### src/rtl/core/frd_pkg.sv
package frd_pkg;

	// Fixed field widths
	localparam int SAMPLE_W      = 10;
	localparam int FIELD_COUNT   = 5;
	localparam int THRESH_W      = 10;
	localparam int DELAY_W       = 8;
	localparam int MON_W         = 3;
	localparam int ADDR_W        = 5;
	localparam int DATA_W        = 32;
	localparam int S_TDATA_W     = 56;
	localparam int M_TDATA_W     = 24;

	// Default build values
	localparam int DEF_SENSOR_COUNT = 5;
	localparam int DEF_GAUSS_LOW    = -1000;
	localparam int DEF_GAUSS_HIGH   = 1000;
	localparam int DEF_SAMPLE_BITS  = 10;

	// Register map, index = byte address / 4
	localparam logic [2:0] REG_THRESHOLD = 3'd0;
	localparam logic [2:0] REG_DELAY     = 3'd1;
	localparam logic [2:0] REG_MONITOR   = 3'd2;
	localparam logic [2:0] REG_CHAINED   = 3'd3;
	localparam logic [2:0] REG_LAST      = 3'd4;

	// Register reset values
	localparam logic [THRESH_W-1:0] RST_THRESHOLD = 10'd100;
	localparam logic [DELAY_W-1:0]  RST_DELAY     = 8'd30;
	localparam logic [MON_W-1:0]    RST_MONITOR   = 3'd5;

	// Request kinds on tuser
	localparam logic REQ_SAMPLE = 1'b0;
	localparam logic REQ_TICK   = 1'b1;

	typedef struct packed {
		logic [THRESH_W-1:0] threshold;
		logic [DELAY_W-1:0]  delay;
		logic [MON_W-1:0]    monitor;
		logic                chained;
		logic                last;
	} cfg_t;

	typedef struct packed {
		logic [DELAY_W-1:0]     seconds_left;
		logic                   counting;
		logic                   local_runout;
		logic [FIELD_COUNT-1:0] present_mask;
		logic                   trigger_changed;
		logic                   trigger_out;
	} res_t;

endpackage

### src/rtl/core/frd_regs.sv
module frd_regs (
	input  logic                        clk,
	input  logic                        arst_n,
	input  logic                        psel,
	input  logic                        penable,
	input  logic                        pwrite,
	input  logic [frd_pkg::ADDR_W-1:0]  paddr,
	input  logic [frd_pkg::DATA_W-1:0]  pwdata,
	output logic [frd_pkg::DATA_W-1:0]  prdata,
	output logic                        pready,
	output frd_pkg::cfg_t               cfg
);
	import frd_pkg::*;

	cfg_t       cfg_q;
	logic       wr_en;
	logic [2:0] reg_sel;

	assign pready  = 1'b1;
	assign wr_en   = psel && penable && pwrite;
	assign reg_sel = paddr[4:2];
	assign cfg     = cfg_q;

	// Register writes
	always_ff @(posedge clk or negedge arst_n) begin
		if (!arst_n) begin
			cfg_q.threshold <= RST_THRESHOLD;
			cfg_q.delay     <= RST_DELAY;
			cfg_q.monitor   <= RST_MONITOR;
			cfg_q.chained   <= 1'b0;
			cfg_q.last      <= 1'b0;
		end else if (wr_en) begin
			case (reg_sel)
				REG_THRESHOLD: cfg_q.threshold <= pwdata[THRESH_W-1:0];
				REG_DELAY:     cfg_q.delay     <= pwdata[DELAY_W-1:0];
				REG_MONITOR:   cfg_q.monitor   <= pwdata[MON_W-1:0];
				REG_CHAINED:   cfg_q.chained   <= pwdata[0];
				REG_LAST:      cfg_q.last      <= pwdata[0];
				default: ;
			endcase
		end
	end

	// Read back
	always_comb begin
		case (reg_sel)
			REG_THRESHOLD: prdata = DATA_W'(cfg_q.threshold);
			REG_DELAY:     prdata = DATA_W'(cfg_q.delay);
			REG_MONITOR:   prdata = DATA_W'(cfg_q.monitor);
			REG_CHAINED:   prdata = DATA_W'(cfg_q.chained);
			REG_LAST:      prdata = DATA_W'(cfg_q.last);
			default:       prdata = '0;
		endcase
	end

endmodule

### src/rtl/core/frd_sense.sv
module frd_sense #(
	parameter int SENSOR_COUNT = frd_pkg::DEF_SENSOR_COUNT,
	parameter int GAUSS_LOW    = frd_pkg::DEF_GAUSS_LOW,
	parameter int GAUSS_HIGH   = frd_pkg::DEF_GAUSS_HIGH,
	parameter int SAMPLE_BITS  = frd_pkg::DEF_SAMPLE_BITS
) (
	input  logic [frd_pkg::FIELD_COUNT-1:0][frd_pkg::SAMPLE_W-1:0] samples,
	input  logic [frd_pkg::THRESH_W-1:0]                           threshold,
	output logic [frd_pkg::FIELD_COUNT-1:0]                        mask
);
	import frd_pkg::*;

	// gauss = floor(val*SPAN/FULL) + GAUSS_LOW; present when 4*gauss >= 7*T.
	// That is floor(val*SPAN/FULL) >= K with K = ceil((7T - 4*GAUSS_LOW)/4),
	// which equals val*SPAN >= K*FULL, so no divider is needed.
	localparam int EVAL    = (SENSOR_COUNT < FIELD_COUNT) ? SENSOR_COUNT : FIELD_COUNT;
	localparam int SPAN    = GAUSS_HIGH - GAUSS_LOW;
	localparam int FULL    = (1 << SAMPLE_BITS) - 1;
	localparam int LOW_OFS = -4 * GAUSS_LOW;
	localparam int ADJ_W   = 15;
	localparam int K_W     = ADJ_W - 2;
	localparam int PROD_W  = SAMPLE_BITS + 14;

	logic [ADJ_W-1:0]  adj;
	logic [K_W-1:0]    k_min;
	logic [PROD_W-1:0] limit;

	// Threshold in product units, shared by all sensors
	assign adj   = ({(ADJ_W-THRESH_W)'(0), threshold} * ADJ_W'(7)) + ADJ_W'(LOW_OFS + 3);
	assign k_min = adj[ADJ_W-1:2];
	assign limit = PROD_W'(k_min) * PROD_W'(FULL);

	// Per-sensor compare
	for (genvar i = 0; i < FIELD_COUNT; i++) begin : g_sensor
		if (i < EVAL) begin : g_eval
			logic [SAMPLE_W+SAMPLE_BITS-1:0] raw_ext;
			logic [SAMPLE_BITS-1:0]          val;
			logic [PROD_W-1:0]               prod;

			assign raw_ext = {{SAMPLE_BITS{1'b0}}, samples[i]};
			assign val     = raw_ext[SAMPLE_BITS-1:0] & ~SAMPLE_BITS'(7);
			assign prod    = PROD_W'(val) * PROD_W'(SPAN);
			assign mask[i] = (prod >= limit);
		end else begin : g_off
			assign mask[i] = 1'b0;
		end
	end

endmodule

### src/rtl/core/frd_core.sv
module frd_core #(
	parameter int SENSOR_COUNT = frd_pkg::DEF_SENSOR_COUNT
) (
	input  logic                            clk,
	input  logic                            arst_n,
	input  logic                            load,
	input  logic                            req_type,
	input  logic                            chain_in,
	input  logic [frd_pkg::FIELD_COUNT-1:0] mask_in,
	input  frd_pkg::cfg_t                   cfg,
	input  logic                            res_valid,
	output frd_pkg::res_t                   res
);
	import frd_pkg::*;

	localparam int EVAL = (SENSOR_COUNT < FIELD_COUNT) ? SENSOR_COUNT : FIELD_COUNT;
	localparam logic [FIELD_COUNT-1:0] FULL_MASK = FIELD_COUNT'((1 << EVAL) - 1);

	logic [DELAY_W-1:0]     elapsed_q, elapsed_d;
	logic                   active_q, active_d;
	logic                   chained_q, chained_d;
	logic                   trig_q, trig_d;
	logic [FIELD_COUNT-1:0] mask_q, mask_d;
	res_t                   res_q;
	logic                   runout;
	logic [DELAY_W-1:0]     elapsed_inc;

	assign elapsed_inc = (elapsed_q == {DELAY_W{1'b1}}) ? elapsed_q : elapsed_q + 1'b1;

	// Runout on the monitored sensor, or on all sensors
	always_comb begin
		if ({1'b0, cfg.monitor} < (MON_W+1)'(EVAL))
			runout = !mask_in[cfg.monitor];
		else
			runout = (mask_in == '0);
	end

	// Next state
	always_comb begin
		elapsed_d = elapsed_q;
		active_d  = active_q;
		chained_d = chained_q;
		trig_d    = trig_q;
		mask_d    = mask_q;
		if (req_type == REQ_TICK) begin
			if (active_q) begin
				elapsed_d = elapsed_inc;
				if (elapsed_inc >= cfg.delay)
					trig_d = 1'b1;
			end
		end else begin
			mask_d = mask_in;
			if (!runout) begin
				trig_d    = 1'b0;
				chained_d = 1'b0;
				active_d  = 1'b0;
				elapsed_d = '0;
			end else if (cfg.chained && !cfg.last) begin
				chained_d = 1'b1;
				active_d  = 1'b0;
				elapsed_d = '0;
				trig_d    = chain_in;
			end else begin
				if (!active_q) begin
					active_d  = 1'b1;
					elapsed_d = '0;
				end
				if (elapsed_d >= cfg.delay)
					trig_d = 1'b1;
			end
		end
	end

	// State registers
	always_ff @(posedge clk or negedge arst_n) begin
		if (!arst_n) begin
			elapsed_q <= '0;
			active_q  <= 1'b0;
			chained_q <= 1'b0;
			trig_q    <= 1'b0;
			mask_q    <= FULL_MASK;
		end else if (load) begin
			elapsed_q <= elapsed_d;
			active_q  <= active_d;
			chained_q <= chained_d;
			trig_q    <= trig_d;
			mask_q    <= mask_d;
		end
	end

	// Result register
	always_ff @(posedge clk) begin
		if (load) begin
			res_q.trigger_out     <= trig_d;
			res_q.trigger_changed <= trig_d != trig_q;
			res_q.present_mask    <= mask_d;
			res_q.local_runout    <= chained_d;
			res_q.counting        <= active_d;
			res_q.seconds_left    <= (active_d && cfg.delay > elapsed_d) ?
				cfg.delay - elapsed_d : '0;
		end
	end

	assign res = res_q;

	// Elapsed time only runs while the countdown is active
	a_elapsed_active: assert property (@(posedge clk) disable iff (!arst_n)
		elapsed_q != '0 |-> active_q)
		else $error("elapsed seconds set without active countdown");

	// Delivered level matches the stored level
	a_trig_track: assert property (@(posedge clk) disable iff (!arst_n)
		load |=> res_q.trigger_out == trig_q)
		else $error("result trigger differs from state");

	// Remaining time only shows while counting
	a_left_counting: assert property (@(posedge clk) disable iff (!arst_n)
		res_valid && res_q.seconds_left != '0 |-> res_q.counting)
		else $error("seconds left without countdown");

	// Unevaluated sensors never report present
	a_mask_range: assert property (@(posedge clk) disable iff (!arst_n)
		(mask_q & ~FULL_MASK) == '0)
		else $error("mask bit set for unevaluated sensor");

endmodule

### src/rtl/core/filament_runout_detector.sv
// Channel   Dir  Handshake          Payload
// s_*       in   s_tvalid/s_tready  tuser: req_type; tdata: sample_0..4, chain_in
// m_*       out  m_tvalid/m_tready  tdata: trigger, changed, mask, local, counting, left
// apb       in   psel/penable       five config registers at 4*i, pready tied high
//
// One item per cycle sustained while the output is not stalled.
// An input register and a result register bracket the sensor compare and
// countdown logic; the state updates when an item moves into the result register.
// A stalled output holds its result; one more request is held in the input stage.
// Reset clears the countdown and trigger and marks every evaluated sensor present.
module filament_runout_detector #(
	parameter int SENSOR_COUNT = frd_pkg::DEF_SENSOR_COUNT,
	parameter int GAUSS_LOW    = frd_pkg::DEF_GAUSS_LOW,
	parameter int GAUSS_HIGH   = frd_pkg::DEF_GAUSS_HIGH,
	parameter int SAMPLE_BITS  = frd_pkg::DEF_SAMPLE_BITS
) (
	input  logic                           clk,
	input  logic                           arst_n,
	input  logic                           s_tvalid,
	output logic                           s_tready,
	// [9:0] sample_0, [19:10] sample_1, [29:20] sample_2, [39:30] sample_3,
	// [49:40] sample_4, [50] chain_in, [55:51] zero
	input  logic [frd_pkg::S_TDATA_W-1:0]  s_tdata,
	// [0] req_type
	input  logic [0:0]                     s_tuser,
	output logic                           m_tvalid,
	input  logic                           m_tready,
	// [0] trigger_out, [1] trigger_changed, [6:2] present_mask,
	// [7] local_runout, [8] counting, [16:9] seconds_left, [23:17] zero
	output logic [frd_pkg::M_TDATA_W-1:0]  m_tdata,
	input  logic                           psel,
	input  logic                           penable,
	input  logic                           pwrite,
	input  logic [frd_pkg::ADDR_W-1:0]     paddr,
	input  logic [frd_pkg::DATA_W-1:0]     pwdata,
	output logic [frd_pkg::DATA_W-1:0]     prdata,
	output logic                           pready
);
	import frd_pkg::*;

	localparam int CHAIN_BIT = FIELD_COUNT * SAMPLE_W;

	cfg_t                                    cfg;
	res_t                                    res;
	logic                                    valid_s1;
	logic                                    type_s1;
	logic                                    chain_s1;
	logic [FIELD_COUNT-1:0][SAMPLE_W-1:0]    samples_s1;
	logic                                    out_valid_q;
	logic                                    advance;
	logic [FIELD_COUNT-1:0]                  mask;

	frd_regs u_regs (
		.clk     (clk),
		.arst_n  (arst_n),
		.psel    (psel),
		.penable (penable),
		.pwrite  (pwrite),
		.paddr   (paddr),
		.pwdata  (pwdata),
		.prdata  (prdata),
		.pready  (pready),
		.cfg     (cfg)
	);

	// Move the held request on when the result slot is free or draining
	assign advance  = valid_s1 && (!out_valid_q || m_tready);
	assign s_tready = !valid_s1 || advance;

	// Input stage valid
	always_ff @(posedge clk or negedge arst_n) begin
		if (!arst_n)
			valid_s1 <= 1'b0;
		else if (s_tready)
			valid_s1 <= s_tvalid;
	end

	// Input stage payload
	always_ff @(posedge clk) begin
		if (s_tready && s_tvalid) begin
			type_s1    <= s_tuser[0];
			chain_s1   <= s_tdata[CHAIN_BIT];
			samples_s1 <= s_tdata[CHAIN_BIT-1:0];
		end
	end

	frd_sense #(
		.SENSOR_COUNT (SENSOR_COUNT),
		.GAUSS_LOW    (GAUSS_LOW),
		.GAUSS_HIGH   (GAUSS_HIGH),
		.SAMPLE_BITS  (SAMPLE_BITS)
	) u_sense (
		.samples   (samples_s1),
		.threshold (cfg.threshold),
		.mask      (mask)
	);

	frd_core #(
		.SENSOR_COUNT (SENSOR_COUNT)
	) u_core (
		.clk       (clk),
		.arst_n    (arst_n),
		.load      (advance),
		.req_type  (type_s1),
		.chain_in  (chain_s1),
		.mask_in   (mask),
		.cfg       (cfg),
		.res_valid (out_valid_q),
		.res       (res)
	);

	// Result valid
	always_ff @(posedge clk or negedge arst_n) begin
		if (!arst_n)
			out_valid_q <= 1'b0;
		else if (advance)
			out_valid_q <= 1'b1;
		else if (m_tready)
			out_valid_q <= 1'b0;
	end

	assign m_tvalid = out_valid_q;
	assign m_tdata  = M_TDATA_W'(res);

endmodule
### config.mk
export PLATFORM = sky130hd
export DESIGN_NAME = filament_runout_detector
export DESIGN_NICKNAME = d
export VERILOG_FILES = /design/src/rtl/core/frd_pkg.sv /design/src/rtl/core/frd_regs.sv /design/src/rtl/core/frd_sense.sv /design/src/rtl/core/frd_core.sv /design/src/rtl/core/filament_runout_detector.sv
export SDC_FILE = /design/constraint.sdc
export NUM_CORES = 1
export LEC_CHECK = 0
export ABC_AREA = 1
export ABC_CLOCK_PERIOD_IN_PS = 24900
export BUFFER_PORTS_ARGS = -buffer_cell sky130_fd_sc_hd__buf_2
export CORE_MARGIN = 10
export CORE_UTILIZATION = 40
export DETAILED_ROUTE_END_ITERATION = 7
export HOLD_SLACK_MARGIN = 0.15
export MAX_ROUTING_LAYER = met4
export SYNTH_ARGS = -nofsm -noshare
export SYNTH_HDL_FRONTEND = slang
export SYNTH_SLANG_ARGS = --single-unit
### constraint.sdc
create_clock -name clk -period 24.9 [get_ports clk]
set_clock_uncertainty 0.2 [all_clocks]
set_input_delay 1.245 -clock clk [delete_from_list [all_inputs] [get_ports clk]]
set_output_delay 1.245 -clock clk [all_outputs]
set_load 0.005 [all_outputs]
==> impl_metrics.yaml, run 1 <==
global_routing:
  grt_pass1_wl_mm: 63.06
  grt_max_degree: 42
  grt_antenna_before_repair: 0
  grt-ovfl-total: 0
  first_global_vias: 13080
  grt_usage_pct: 15.70
yosys:
  synth_cells: 1984
  synth_ff_type: "edfxtp_1"
  yosys.area.top_type: "ha_1"
  syn_area_per_cell_um2: 8.336
  synthArstFlopShare_pct: 43.16
  synth_seq_cells: 95
  yosysUniqueCellTypes: 45
  ys_top_cells_by_area: "ha_1, fa_1, edfxtp_1"
  netlist_area_mm2: 0.01654
  synth-edff-count: 54
  ys_warn_count: 0
  netlist.area_leader.share_pct: 25.50
  yosysSeqAreaShare_pct: 16.11
critical_path:
  worst-path-max-fanout: 10
  slowest_delay_ns: 0.58
  crit_arrival_ns: 12.81
  crit_type: "register to register"
  worst-path-buf-inv: 9
  crit_top_cell: "nand2_1"
  worst_ep_required_time_ns: 24.84
  cp-end-kind: "register"
  start_kind: "register"
  cpMaxStageDelayCell: "fa_1"
  critPathTopFamily: "adder cells"
routing:
  ant_nets: 0
  vias: 12530
  detail_route.wl_per_cell_um: 14.12
  drtPass1Iterations: 4
  drt_wl_total_mm: 36.82
  vias_per_cell: 4.806
  drc: 0
  drt_iter0_drc: 494
clock_tree:
  postCtsResizedCells: 0
  post-cts-setup-buffers: 0
  htreeDepth: 3
  cts_made_buffers: 9
  cts.clk_slew.worst_paths_ns: 0.08
  cts_tree: "done"
  clock_sinks: 95
  root_buffer: "clkbuf_16"
  cts_buffer_depth: 2
  clock_latency_ns: 0.39
  cts_hold_buf: 0
die:
  dieArea_mm2: 0.04988
  rows: 74
  io_pins: 160
  die_x_um: 223.3
  initial_utilization_pct: 40.50
  core-area_mm2: 0.04083
  die_y_um: 223.3
placed_design:
  placed_cell_area_mm2: 0.01750
  dp_hpwl_mm: 31.38
  gp_congestion: 0.8906
  portBuffers: 85
timing:
  fin_crit_sh_pct: 51.68
  setup_tns_ns: 0
  hold_viol_final: 0
  fin_crit_ns: 12.87
  timing.slew.headroom_pct: 24.98
  tightest_slew_ns: 1.121
  grt_setup_unrepaired: "no"
  fmax_ghz: 0.07771
  finalSetupViolations: 0
  finalMaxSlewViolations: 0
outcome:
  outcome: "complete, no violations"
layout:
  design_area_mm2: 0.01779
  area_growth_pct: 7.558
  drive_gt1_share_pct: 8.574
  nFillCells: 4056
  fin_nets: 2664
  diodes: 0
min_path:
  hold_path.class: "register to register"
run:
  maxCapViolCount: 0
[kinds of logic (layout without fill, tap and decap cells)]
kind of cell / count (synthesis) / count (layout) / synth area share, %
AOI/OAI and AO/OA: 228 / 228 / 7.717
xor gates and xnor gates: 77 / 77 / 4.078
adders and majority gates: 492 / 492 / 44.26
buffers and inverters: 465 / 529 / 11.24
DFF: 95 / 95 / 16.11
other: 2 / 30 / 0.04541
and+or+nand+nor: 625 / 625 / 16.55
[stage by stage]
step / worst slack, ns / hold WS [ns] / cells / util [%]
floorplan: 13.81 / 0.2481 / 2012 / -
global placement: 12.05 / 0.2539 / 2592 / 42.85
detailed placement: 12.00 / 0.2576 / 2592 / 42.85
CTS: 11.95 / 0.2739 / 2608 / 43.57
global route: 10.87 / 0.2922 / 2608 / 43.57
finish: 12.03 / 0.2754 / 2608 / 43.57
[layer usage]
metal  wire length (µm)  global-route usage [%]  vias to the layer above
li1                   -                       -                     6431
met1              17470                   19.90                     5914
met2              17630                   25.86                      155
met3               1036                   1.870                       34
met4                678                   4.534                        0
met5                  0                       -                        -
[synth_stat cells (all sizes together), types with 3 or more instances]
master	instances
inv	424
nand2	385
ha	337
fa	155
a21oi	109
nor2	107
nand3	83
o21ai	69
edfxtp	54
xor2	42
xnor2	35
buf	31
dfrtp	27
nand4	22
nor3	18
dfstp	14
clkbuf	10
o21bai	10
a21o	8
a31oi	6
o22ai	6
a21boi	5
nand3b	5
or2	5
o211ai	4
o21a	3
[placed cells by master, fill, tap and decap left out, drive strengths merged, types with 9 or more instances in the layout]
cell type / instances
dfrtp: 27
nand2: 385
buf: 89
edfxtp: 54
clkbuf: 9
o21ai: 69
nand3: 83
nand4: 22
xor2: 42
fa: 155
a21oi: 109
inv: 427
ha: 337
dfstp: 14
nor3: 18
conb: 30
o21bai: 10
nor2: 107
xnor2: 35
[path summary, 6_finish.rpt]
| check | startpoint | end | slack [ns] | cells past startpoint |
|---|---|---|---|---|
| max in group asynchronous | arst_n | u_core.elapsed_q[3]$_DFFE_PN0P_ | 23.37 | 2 |
| min in group asynchronous | arst_n | u_regs.cfg[21]$_DFFE_PN0P_ | 0.71 | 2 |
| worst min-delay path | u_core.mask_q[3]$_DFFE_PN1P_ | u_core.mask_q[3]$_DFFE_PN1P_ | 0.28 | 2 |
| worst min register to register | u_core.mask_q[3]$_DFFE_PN1P_ | u_core.mask_q[3]$_DFFE_PN1P_ | 0.28 | 2 |
| worst max register to register | u_regs.cfg[15]$_DFFE_PN1P_ | u_core.res[11]$_SDFFCE_PN0P_ | 12.03 | 64 |
| worst max-delay path | u_regs.cfg[15]$_DFFE_PN1P_ | u_core.res[11]$_SDFFCE_PN0P_ | 12.03 | 64 |
[worst min-delay path, delay by kind of cell, from the launching register on]
kind          cells  cell delay [ns]
simple gates      2             0.10
flops             1             0.38
[cell type report]
class / count / area (µm²) / area share [%]
clock buffers: 9 / 225.2 / 1.266
well taps: 532 / 665.6 / 3.742
flip-flops and latches: 95 / 2665 / 14.98
inverters: 424 / 1592 / 8.947
repair buffers: 89 / 455.4 / 2.560
clock inverters: 7 / 66.31 / 0.3728
multi-input cells: 1452 / 12120 / 68.13
[registers in the layout (all words and copies together) (netlist names)]
register / flops
samples_s1: 35
u_regs.cfg: 23
u_core.res: 17
u_core.elapsed_q: 8
u_core.mask_q: 5
chain_s1: 1
m_tvalid: 1
type_s1: 1
u_core.active_q: 1
u_core.chained_q: 1
u_core.trig_q: 1
valid_s1: 1
Power of run 1 is not shown: default switching activity piles up to over one toggle a cycle in this logic, so the estimate is an artifact.
==> inputs of run 2 (changes only) <==
- ABC_CLOCK_PERIOD_IN_PS: 24900 -> 13400
- clock period: 24.9 -> 13.4 ns (I/O delays scaled with it)
==> run 2 against run 1 <==
Setup slack worse by 11 ns. Largest cell class unchanged. Highest routed layer unchanged. Final area is 0.26% higher. Utilization is 0.11 points higher. Critical path depth is 1 higher. Sequential cell count stayed put.
==> impl_metrics.yaml, run 2 (synthesized netlist as in run 1, its figures left out) <==
outcome:
  outcome: "complete, no violations"
layout:
  diodes: 0
  most-common-layout-cells: "inv_1, nand2_1, ha_1"
  area_growth_pct: 7.838
  largest-register: "samples_s1"
  nFillCells: 4025
  drive_gt1_share_pct: 8.802
  layout_commonest_cell: "inv_1"
  largest_reg_flops: 35
  fin_nets: 2667
die:
  dieArea_mm2: 0.04988
  io_pins: 160
  initial_utilization_pct: 40.50
  core-area_mm2: 0.04083
  die_x_um: 223.3
  rows: 74
  die_y_um: 223.3
global_routing:
  use_met2_pct: 25.56
  grt_max_degree: 42
  grt_pass1_wl_mm: 62.97
  grt-ovfl-total: 0
  grt_usage_pct: 15.67
  use_met1_pct: 20.13
  first_global_vias: 12820
  grt_antenna_before_repair: 0
  grt_util_met3_pct: 1.582
  grt-busiest-layer: "met2"
routing:
  vias_per_cell: 4.817
  ant_nets: 0
  vias: 12580
  drt_wl_total_mm: 37.20
  drc: 0
  drtPass1Iterations: 5
  detail_route.wl_per_cell_um: 14.25
  drt_iter0_drc: 536
clock_tree:
  clock_latency_ns: 0.39
  root_buffer: "clkbuf_16"
  cts_made_buffers: 9
  cts_tree: "done"
  cts_buffer_depth: 2
  clock_sinks: 95
  htreeDepth: 3
  cts_hold_buf: 0
  cts.clk_slew.worst_paths_ns: 0.08
timing:
  timing.slew.headroom_pct: 22.05
  fin_crit_ns: 12.28
  grt_setup_unrepaired: "no"
  fmax_ghz: 0.08143
  hold_viol_final: 0
  tightest_slew_ns: 1.161
  fin_crit_sh_pct: 91.65
  finalSetupViolations: 0
  setup_tns_ns: 0
  finalMaxSlewViolations: 0
critical_path:
  crit_top_cell: "nand2_1"
  crit_arrival_ns: 12.23
  start_kind: "register"
  r2r-end: "u_core.res[12]$_SDFFCE_PN0P_"
  slowest_delay_ns: 0.66
  worst_ep_required_time_ns: 13.35
  cpMaxStageDelayCell: "xnor2_1"
  cp-end-kind: "register"
  worst-path-max-fanout: 10
  r2r_setup_slack_ns: 1.12
  r2r_start: "u_regs.cfg[15]$_DFFE_PN1P_"
  crit_type: "register to register"
  reg2reg_depth: 65
placed_design:
  gp_congestion: 0.8702
  dp_hpwl_mm: 31.59
  portBuffers: 85
run:
  maxCapViolCount: 0
min_path:
  hold_path.class: "primary input to async pin"
## run 2: worst max path at each step
| stage | startpoint | end | depth (start not counted) |
|---|---|---|---|
| 3_3_place_gp | u_regs.cfg[15]$_DFFE_PN1P_ | u_core.res[13]$_SDFFCE_PN0P_ | 66 |
| 6_report | u_regs.cfg[15]$_DFFE_PN1P_ | u_core.res[12]$_SDFFCE_PN0P_ | 65 |
| 2_1_floorplan | u_regs.cfg[15]$_DFFE_PN1P_ | u_core.res[12]$_SDFFCE_PN0P_ | 66 |
| 5_1_grt | u_regs.cfg[15]$_DFFE_PN1P_ | u_core.res[16]$_SDFFCE_PN0P_ | 63 |
| 4_1_cts | u_regs.cfg[15]$_DFFE_PN1P_ | u_core.res[12]$_SDFFCE_PN0P_ | 66 |
| 3_5_place_dp | u_regs.cfg[15]$_DFFE_PN1P_ | u_core.res[12]$_SDFFCE_PN0P_ | 66 |
## run 2: area by class of cell
type / count / area [µm²] / area share (%)
multi-input combinational: 1452 / 12130 / 68.04
sequential: 95 / 2665 / 14.94
inverter: 424 / 1592 / 8.924
tap: 532 / 665.6 / 3.732
timing repair buffer: 92 / 478.0 / 2.680
clock buffer: 9 / 225.2 / 1.263
clock inverter: 7 / 75.07 / 0.4209
## run 2: per-stage QoR
| stage | cells | worst slack, ns | hold WS (ns) | instance area, µm² | utilization [%] |
|---|---|---|---|---|---|
| 2_1_floorplan | 2012 | 2.307 | 0.1744 | 16640 | - |
| 3_3_place_gp | 2595 | 1.006 | 0.2535 | 17520 | 42.91 |
| 3_5_place_dp | 2595 | 0.9184 | 0.2590 | 17520 | 42.91 |
| 4_1_cts | 2611 | 0.8775 | 0.2302 | 17820 | 43.64 |
| 5_1_grt | 2611 | 0.09180 | 0.2414 | 17830 | 43.68 |
| 6_report | 2611 | 1.120 | 0.2362 | 17830 | 43.68 |
## run 2: layer usage
| metal | up-vias | wire length (µm) |
|---|---|---|
| li1 | 6440 | - |
| met1 | 5892 | 17440 |
| met2 | 206 | 18050 |
| met3 | 40 | 1085 |
| met4 | 0 | 629 |
| met5 | - | 0 |
## run 2: timing repair
action,4_1_cts,5_1_grt
resized for setup,0,2
hold endpoints to repair,0,0
setup endpoints to repair,0,8
buffers inserted,0,0
## run 2: critical path: cells and delay by family, from the launching register on
family	cells	cell delay [ns]
fa+ha+maj	12	4.87
compound gates	15	2.58
simple gates	26	2.14
xor+xnor	2	0.97
buf+inv	10	0.74
flops	1	0.54
Power of run 2 is left out for the same reason.
==> inputs of run 3 (changes only) <==
- PLACE_DENSITY: default -> 0.63
- REMOVE_ABC_BUFFERS: default -> 1
==> run 3 against run 2 <==
Setup slack worse by 0.059 ns. Count of clock-buffer cells in the layout unchanged. Sequential cell count unchanged. Final area about the same. Maximum frequency down 0.48%. Register-to-register slack worse by 0.06 ns. Critical path depth down 2. Sequential share of layout area about the same. Utilization about the same. Final cell count about the same. Critical path type unchanged. Highest routed layer unchanged.
==> impl_metrics.yaml, run 3 (synthesized netlist as in run 1, its figures left out) <==
die:
  initial_utilization_pct: 40.50
  rows: 74
  die_x_um: 223.3
  io_pins: 160
  dieArea_mm2: 0.04988
  core-area_mm2: 0.04083
  die_y_um: 223.3
routing:
  vias: 12640
  drtPass1Iterations: 5
  drt_wl_total_mm: 36.73
  drc: 0
  vias_per_cell: 4.837
  drt_iter0_drc: 614
  detail_route.wl_per_cell_um: 14.06
  ant_nets: 0
layout:
  area_growth_pct: 7.846
  fin_nets: 2668
  largest-register: "samples_s1"
  drive_gt1_share_pct: 8.750
  most-common-layout-cells: "inv_1, nand2_1, ha_1"
  layout_commonest_cell: "inv_1"
  largest_reg_flops: 35
  nFillCells: 4017
timing:
  finalMaxSlewViolations: 0
  final.setup.worst_slack_ns: 1.060
  fin_crit_sh_pct: 92.09
  hold_slack_ns: 0.2272
  tightest_slew_ns: 1.146
  fin_crit_ns: 12.34
  finalSetupViolations: 0
  setup_tns_ns: 0
  timing.slew.headroom_pct: 23.08
  fmax_ghz: 0.08104
  hold_viol_final: 0
  grt_setup_unrepaired: "no"
clock_tree:
  cts_made_buffers: 9
  cts.clk_slew.worst_paths_ns: 0.09
  htreeDepth: 3
  post-cts-setup-buffers: 0
  clock_sinks: 95
  clock_latency_ns: 0.40
  cts_tree: "done"
  cts_hold_buf: 0
  postCtsResizedCells: 0
  cts_buffer_depth: 2
  root_buffer: "clkbuf_16"
placed_design:
  portBuffers: 85
  pre_cts_slack_ns: 1.125
  dp_hpwl_mm: 31.28
  gp_congestion: 0.8793
run:
  maxCapViolCount: 0
critical_path:
  r2r_setup_slack_ns: 1.06
  slowest_delay_ns: 0.58
  cp-end-kind: "register"
  cpMaxStageDelayCell: "fa_1"
  crit_type: "register to register"
  start_kind: "register"
  worst_ep_required_time_ns: 13.35
  crit_top_cell: "nand2_1"
  worst-path-max-fanout: 10
  crit_arrival_ns: 12.29
global_routing:
  grt_usage_pct: 15.54
  grt_max_degree: 42
  first_global_vias: 13050
  grt-ovfl-total: 0
  grt_pass1_wl_mm: 62.70
  grt_antenna_before_repair: 1
outcome:
  outcome: "complete, no violations"
min_path:
  hold_path.class: "primary input to async pin"
[run 3: worst max-delay path, delay by kind of cell, from the launching register on]
family / cells / cell delay (ns)
DFF: 1 / 0.54
and+or+nand+nor: 25 / 2.43
AOI/OAI and AO/OA: 16 / 2.87
xor gates and xnor gates: 1 / 0.50
adders and majority gates: 12 / 4.97
buffers and inverters: 9 / 0.61
[run 3: final cells by class]
cell class	count	area [µm²]	share of cell area [%]
multi-input combinational	1452	12120	67.95
antenna	1	2.502	0.01403
tap	532	665.6	3.732
inverter	424	1592	8.923
clock inverter	7	81.33	0.4560
timing repair buffer	93	485.5	2.722
clock buffer	9	225.2	1.263
sequential	95	2665	14.94
[run 3: path summary, 6_finish.rpt]
path,from,end,cells after the start
hold / removal,arst_n,u_regs.cfg[21]$_DFFE_PN0P_,1
setup reg to reg,u_regs.cfg[15]$_DFFE_PN1P_,u_core.res[11]$_SDFFCE_PN0P_,63
setup / recovery,u_regs.cfg[15]$_DFFE_PN1P_,u_core.res[11]$_SDFFCE_PN0P_,63
min in group clk,s_tdata[48],samples_s1[48]$_DFFE_PP_,1
max in group asynchronous,arst_n,u_core.elapsed_q[0]$_DFFE_PN0P_,1
hold reg to reg,u_core.mask_q[3]$_DFFE_PN1P_,u_core.mask_q[3]$_DFFE_PN1P_,2
[run 3: per-layer routing]
metal / track usage [%] / share of wire, % / vias to the layer above
met5: - / 0 / -
li1: - / - / 6445
met1: 19.66 / 47 / 5990
met3: 2.262 / 3.4 / 34
met2: 25.52 / 48 / 171
met4: 4.010 / 1.6 / 0
[run 3: through the flow]
step / utilization (%) / cells / area (µm²)
6_report: 43.68 / 2613 / 17840
5_1_grt: 43.68 / 2613 / 17840
4_1_cts: 43.68 / 2612 / 17830
3_5_place_dp: 42.92 / 2596 / 17530
3_3_place_gp: 42.92 / 2596 / 17530
2_1_floorplan: - / 1971 / 16380
Power of run 3 is left out for the same reason.
